**config.mk**
```make
export PLATFORM = sky130hd
export DESIGN_NAME = scsa_ctrl
export DESIGN_NICKNAME = d
export VERILOG_FILES = /design/src/rtl/core/scsa_pkg.sv /design/src/rtl/core/scsa_ctrl.sv
export SDC_FILE = /design/constraint.sdc
export NUM_CORES = 1
export LEC_CHECK = 0
export BUFFER_PORTS_ARGS = -buffer_cell sky130_fd_sc_hd__buf_4
export CAP_MARGIN = 20
export CORE_AREA = 2 2 42 44
export CTS_CLUSTER_DIAMETER = 80
export CTS_CLUSTER_SIZE = 8
export DETAILED_ROUTE_END_ITERATION = 16
export DIE_AREA = 0 0 44 46
export HOLD_SLACK_MARGIN = 0.12
export PLACE_DENSITY = 0.82
export SETUP_SLACK_MARGIN = 0.5
export SLEW_MARGIN = 20
export SYNTH_ARGS = -nofsm -noshare
export SYNTH_HDL_FRONTEND = slang
export SYNTH_SLANG_ARGS = --single-unit
```
**constraint.sdc**
```tcl
create_clock -name clk -period 2 [get_ports clk]
set_input_delay 0.4 -clock clk [delete_from_list [all_inputs] [get_ports clk]]
set_output_delay 0.4 -clock clk [all_outputs]
set_load 0.02 [all_outputs]
```
**src/rtl/core/scsa_pkg.sv**
```systemverilog
// Shared types, constants and helpers for the size-class slab allocator.
// Used by the controller, the datapath and the top level; no dependencies.
package scsa_pkg;

  localparam int NUM_PAGES   = 64;
  localparam int PAGE_IDX_W  = $clog2(NUM_PAGES);
  localparam int PAGE_W      = PAGE_IDX_W + 1;
  localparam int ENTRY_SLOTS = 128;
  localparam int ENTRY_IDX_W = 7;
  localparam int ENTRY_W     = ENTRY_IDX_W + 1;
  localparam int CLASS_W     = 3;
  localparam int OWNER_W     = 4;
  localparam int SLAB_CLASSES = 7;

  localparam logic [PAGE_W-1:0]  PAGE_NULL   = PAGE_W'(NUM_PAGES);
  localparam logic [ENTRY_W-1:0] ENTRY_NULL  = ENTRY_W'(ENTRY_SLOTS);
  localparam logic [CLASS_W-1:0] WHOLE_CLASS = 3'd7;
  localparam logic [OWNER_W-1:0] OWNER_WHOLE = 4'd8;

  typedef enum logic [1:0] {
    ST_OK        = 2'd0,
    ST_BAD_SIZE  = 2'd1,
    ST_EXHAUSTED = 2'd2,
    ST_NOT_FOUND = 2'd3
  } status_t;

  typedef enum logic [3:0] {
    S_IDLE, S_DECODE, S_WALK, S_WALK_CHK, S_POP_RD, S_POP, S_SCAN,
    S_CHAIN, S_TAKE, S_FREE_RD, S_FREE_CHK, S_DONE
  } state_t;

  typedef enum logic [2:0] {
    PS_HOLD, PS_CLASS_HEAD, PS_FREE_ADDR, PS_LINK, PS_ZERO, PS_INC
  } page_sel_t;

  typedef enum logic [1:0] {
    ES_HOLD, ES_FH, ES_ONE, ES_INC
  } entry_sel_t;

  typedef struct packed {
    logic       load_in;
    page_sel_t  page_sel;
    entry_sel_t entry_sel;
    logic       guard_inc;
    logic       take_whole;
    logic       take_slab;
    logic       chain_wr;
    logic       pop_wr;
    logic       free_whole;
    logic       free_slab;
    logic       set_status;
    status_t    status_code;
    logic       out_load;
  } cmd_t;

  typedef struct packed {
    logic bad_size;
    logic is_free;
    logic is_whole;
    logic free_oob;
    logic page_null;
    logic guard_over;
    logic fh_empty;
    logic scan_end;
    logic page_used;
    logic owner_match;
    logic chain_last;
  } sts_t;

  // Class 0..6 are slabs of 32 << c bytes, class 7 is a whole page.
  function automatic logic [CLASS_W-1:0] size_class(input logic [15:0] size);
    logic [CLASS_W-1:0] c;
    c = WHOLE_CLASS;
    if      (size <= 16'd32)   c = 3'd0;
    else if (size <= 16'd64)   c = 3'd1;
    else if (size <= 16'd128)  c = 3'd2;
    else if (size <= 16'd256)  c = 3'd3;
    else if (size <= 16'd512)  c = 3'd4;
    else if (size <= 16'd1024) c = 3'd5;
    else if (size <= 16'd2048) c = 3'd6;
    return c;
  endfunction

endpackage

```
**src/rtl/core/scsa_ctrl.sv**
```systemverilog
// Controller state machine for the slab allocator.
// Depends on scsa_pkg; drives the datapath through cmd_t and reads sts_t.
module scsa_ctrl (
  input  logic          clk,
  input  logic          rst,
  input  logic          in_valid,
  output logic          in_ready,
  output logic          out_valid,
  input  logic          out_ready,
  output scsa_pkg::cmd_t cmd,
  input  scsa_pkg::sts_t sts
);
  import scsa_pkg::*;

  state_t state, state_next;
  logic   out_valid_next;

  always_ff @(posedge clk) begin
    if (rst) begin
      state     <= S_IDLE;
      out_valid <= 1'b0;
    end else begin
      state     <= state_next;
      out_valid <= out_valid_next;
    end
  end

  always_comb begin
    state_next = state;
    unique case (state)
      S_IDLE:     if (in_valid) state_next = S_DECODE;
      S_DECODE: begin
        if (sts.bad_size) state_next = S_DONE;
        else if (sts.is_free) state_next = sts.free_oob ? S_DONE : S_FREE_RD;
        else if (sts.is_whole) state_next = S_SCAN;
        else state_next = S_WALK;
      end
      S_WALK:     state_next = (sts.page_null || sts.guard_over) ? S_SCAN : S_WALK_CHK;
      S_WALK_CHK: state_next = sts.fh_empty ? S_WALK : S_POP_RD;
      S_POP_RD:   state_next = S_POP;
      S_POP:      state_next = S_DONE;
      S_SCAN: begin
        if (sts.scan_end) state_next = S_DONE;
        else if (!sts.page_used) state_next = sts.is_whole ? S_DONE : S_CHAIN;
      end
      S_CHAIN:    if (sts.chain_last) state_next = S_TAKE;
      S_TAKE:     state_next = S_DONE;
      S_FREE_RD:  state_next = S_FREE_CHK;
      S_FREE_CHK: state_next = S_DONE;
      S_DONE:     if (!out_valid || out_ready) state_next = S_IDLE;
      default:    state_next = S_IDLE;
    endcase
  end

  always_comb begin
    cmd            = '0;
    cmd.page_sel   = PS_HOLD;
    cmd.entry_sel  = ES_HOLD;
    cmd.status_code = ST_OK;
    in_ready       = 1'b0;
    out_valid_next = out_valid && !out_ready;
    unique case (state)
      S_IDLE: begin
        in_ready    = 1'b1;
        cmd.load_in = in_valid;
      end
      S_DECODE: begin
        if (sts.bad_size) begin
          cmd.set_status  = 1'b1;
          cmd.status_code = ST_BAD_SIZE;
        end else if (sts.is_free) begin
          if (sts.free_oob) begin
            cmd.set_status  = 1'b1;
            cmd.status_code = ST_NOT_FOUND;
          end else begin
            cmd.page_sel = PS_FREE_ADDR;
          end
        end else if (sts.is_whole) begin
          cmd.page_sel = PS_ZERO;
        end else begin
          cmd.page_sel = PS_CLASS_HEAD;
        end
      end
      S_WALK: begin
        if (sts.page_null || sts.guard_over) cmd.page_sel = PS_ZERO;
      end
      S_WALK_CHK: begin
        if (sts.fh_empty) begin
          cmd.page_sel  = PS_LINK;
          cmd.guard_inc = 1'b1;
        end else begin
          cmd.entry_sel = ES_FH;
        end
      end
      S_POP_RD: ;
      S_POP:    cmd.pop_wr = 1'b1;
      S_SCAN: begin
        if (sts.scan_end) begin
          cmd.set_status  = 1'b1;
          cmd.status_code = ST_EXHAUSTED;
        end else if (sts.page_used) begin
          cmd.page_sel = PS_INC;
        end else if (sts.is_whole) begin
          cmd.take_whole = 1'b1;
        end else begin
          cmd.entry_sel = ES_ONE;
        end
      end
      S_CHAIN: begin
        cmd.chain_wr  = 1'b1;
        cmd.entry_sel = ES_INC;
      end
      S_TAKE:    cmd.take_slab = 1'b1;
      S_FREE_RD: ;
      S_FREE_CHK: begin
        if (!sts.owner_match) begin
          cmd.set_status  = 1'b1;
          cmd.status_code = ST_NOT_FOUND;
        end else if (sts.is_whole) begin
          cmd.free_whole = 1'b1;
        end else begin
          cmd.free_slab = 1'b1;
        end
      end
      S_DONE: begin
        if (!out_valid || out_ready) begin
          cmd.out_load   = 1'b1;
          out_valid_next = 1'b1;
        end
      end
      default: ;
    endcase
  end

endmodule

```
==> out/results.txt <==
final net count = 169
Max rail drop VDD = 1040 uV
Max Slew Vio Count = 0
Netlist cell types = 38
switching power = 866 uW
area leader, netlist = dfxtp_1
flip-flop and latch area = 115 sq um
Root Buffer = clkbuf_4
Clock Skews = 12.8 ps
Routability Congestion = 0.825
Detail Route Antenna Nets = 0
largest net degree at the start of global routing = 11
Sw Ratio = 0.456
IO Port Bufs = 33
Skew-Pair Late Insertion Delay = 260 ps
Row Count = 15
synth cell count leaders = nor2_1 (19), nand2b_1 (8), a21oi_1 (6)
number of global-route vias before repair = 932
mux cell area share after synthesis = 0.0226
CTS tree = built
post-synthesis compound-gate area fraction = 0.254
detailed-route via count = 1067
RSZ-0062 raised after global routing = true
Area growth syn-to-layout = 109%
H-Tree Depth = 1
synthesized area per cell = 7.07 sq um
Die W = 44 um
Synth Area in Adders = 0
Seq cells post-synth = 5
CTS Buf Count = 3
total iterations of the first detailed-routing run = 4
Die Span Y = 46 um
synthesized instance count = 94
worst hold path class = in -> reg
Yosys top cell area share = 0.151
ys async rst share = 0
Initial Utilization = 0.412
period utilization = 0.956
# hold bufs at CTS = 0
kind of critical path = reg -> out
I/O pins = 34
area of the multi-input gates = 699 sq um
Reg-to-Reg End = state[0]
die area = 0.00202 sq mm
fin util = 0.862
synthesis warning total = 0
Tightest Pin Transition = 380 ps
# diodes = 0
gr usage total = 0.277
CP startpoint = state[2]
R2R setup slack = 150 ps
P_int = 1.04 mW
Final setup viols = 0
Post-Synth Simple-Gate Area = 0.524
share of layout cells above drive strength 1 = 0.647
CTS sink count = 5
count leader, synth = nor2_1
sequential power share = 0.141
largest family of logic cells by synthesized area = simple AND/OR/NAND/NOR gates
Core ar. = 0.00161 sq mm
Max Fanout on Critical Path = 7
reg2reg start = state[3]
crit path capture = cmd[13]
Avg WL per Cell = 19.0 um
1st-iter DRT viols = 35
Fmax = 523 MHz
Post-synth EDFFs = 0
r2r worst-path depth = 8
MaxCap Viol Count = 0
Fillers = 64
syn_nets = 109
Worst Path Arrival = 1510 ps
pwr dens = 1370 mW/mm^2
count of final hold-check violations = 0
Rel. slew slack = 0.744
sequential share of the synthesized area = 0.151
critical path required time = 1600 ps
total wire length = 3230 um
status = completed
total grt overflow = 0
Vias/cell = 6.28
Worst-path clk slew = 50 ps
Pleak = 0.608 nW
antenna violations before repair = 0
Clk pwr share = 0.066
Logic pwr share = 0.793
Post-Place Setup Slack = 191 ps
fin worst setup slack = 88.8 ps
post-synthesis xor/xnor area fraction = 0
Longest Clk Path Bufs = 2
top_reg_cell synth = dfxtp_1
drt drc = 0
CP Capture Type = primary output
HPWL Detailed = 1500 um
Post-Syn Area = 664 sq um
first-pass GRT wire length = 4230 um
top post-synthesis cells by area = dfxtp_1 (15%), nor2_1 (11%), nand2b_1 (7.5%)
Fin Setup TNS = 0 ps
Worst setup SP type = flop
min Tclk post-route = 1910 ps
[cells by family (layout without fill, tap and decap cells)]
group,Yosys count,in the layout
AO/OA/AOI/OAI,25,25
buffers and inverters,7,66
flip-flops,5,5
multiplexers,1,1
AND/OR/NAND/NOR,56,56
[worst min-delay path by stage]
| stage | from | to | depth (start not counted) |
|---|---|---|---|
| after detailed placement | out_valid | out_valid | 2 |
| after global routing | rst | state[1] | 2 |
| final | rst | state[1] | 2 |
| after CTS | rst | state[1] | 2 |
| after floorplan | rst | out_valid | 1 |
| after global placement | out_valid | out_valid | 2 |
[layout make-up]
class,count,share of cell area
flip-flops and latches,5,0.0827
clock buffers,4,0.0189
repair buffers,60,0.375
inverters,2,0.00540
well taps,17,0.0153
multi-input cells,82,0.503
[critical path: stages (launching register included)]
cell and delay [ps]:
dfxtp_4 390, nor4bb_4 330, and3b_4 250, a311o_1 140, buf_4 150
[power groups by stage]
| stage | logic (mW) | registers [mW] | clock network (mW) |
|---|---|---|---|
| detailed placement | 0.798 | 0.327 | 0 |
| global route | 1.58 | 0.272 | 0.139 |
| finish | 1.51 | 0.268 | 0.125 |
| floorplan | 0.732 | 0.211 | 0 |
| CTS | 1.29 | 0.252 | 0.121 |
| global placement | 0.789 | 0.324 | 0 |
[through the flow]
step	cells	power (mW)	area, sq um	hold WS [ps]
after global placement	140	1.11	996	534
final	170	1.90	1390	383
after global routing	170	1.99	1390	379
after CTS	165	1.67	1290	379
after floorplan	94	0.943	762	469
after detailed placement	140	1.13	996	543
[repair_timing]
action | CTS | global route
cloned | 0 | 0
endpoints found under the setup margin | 21 | 21
pin swaps | 10 | 9
buffers inserted | 21 | 5
resized for setup | 29 | 15
[routing by layer]
layer  GRT usage  vias to the layer above  routed length, um
li1            -                      468                  -
met3      0.0476                       13                312
met4      0.0788                        0                 79
met5           0                        -                  0
met1       0.362                      502               1230
met2       0.465                       84               1610
[sequential cells by signal, summed over array words and instances (netlist names)]
register   count
state          4
out_valid      1
[cell usage in the layout, fill, tap and decap left out, drive strengths merged, types with 2 or more instances in the layout]
cell type	instances
o31ai	2
nand4b	2
o21ai	5
clkbuf	4
and3	3
buf	60
nor2b	4
nand2b	8
o21a	2
and2	2
inv	2
nor4b	2
nor4	3
nor2	19
a21oi	6
nor3	5
nand2	3
dfxtp	5
No activity file was read; power rests on OpenSTA's default activity.
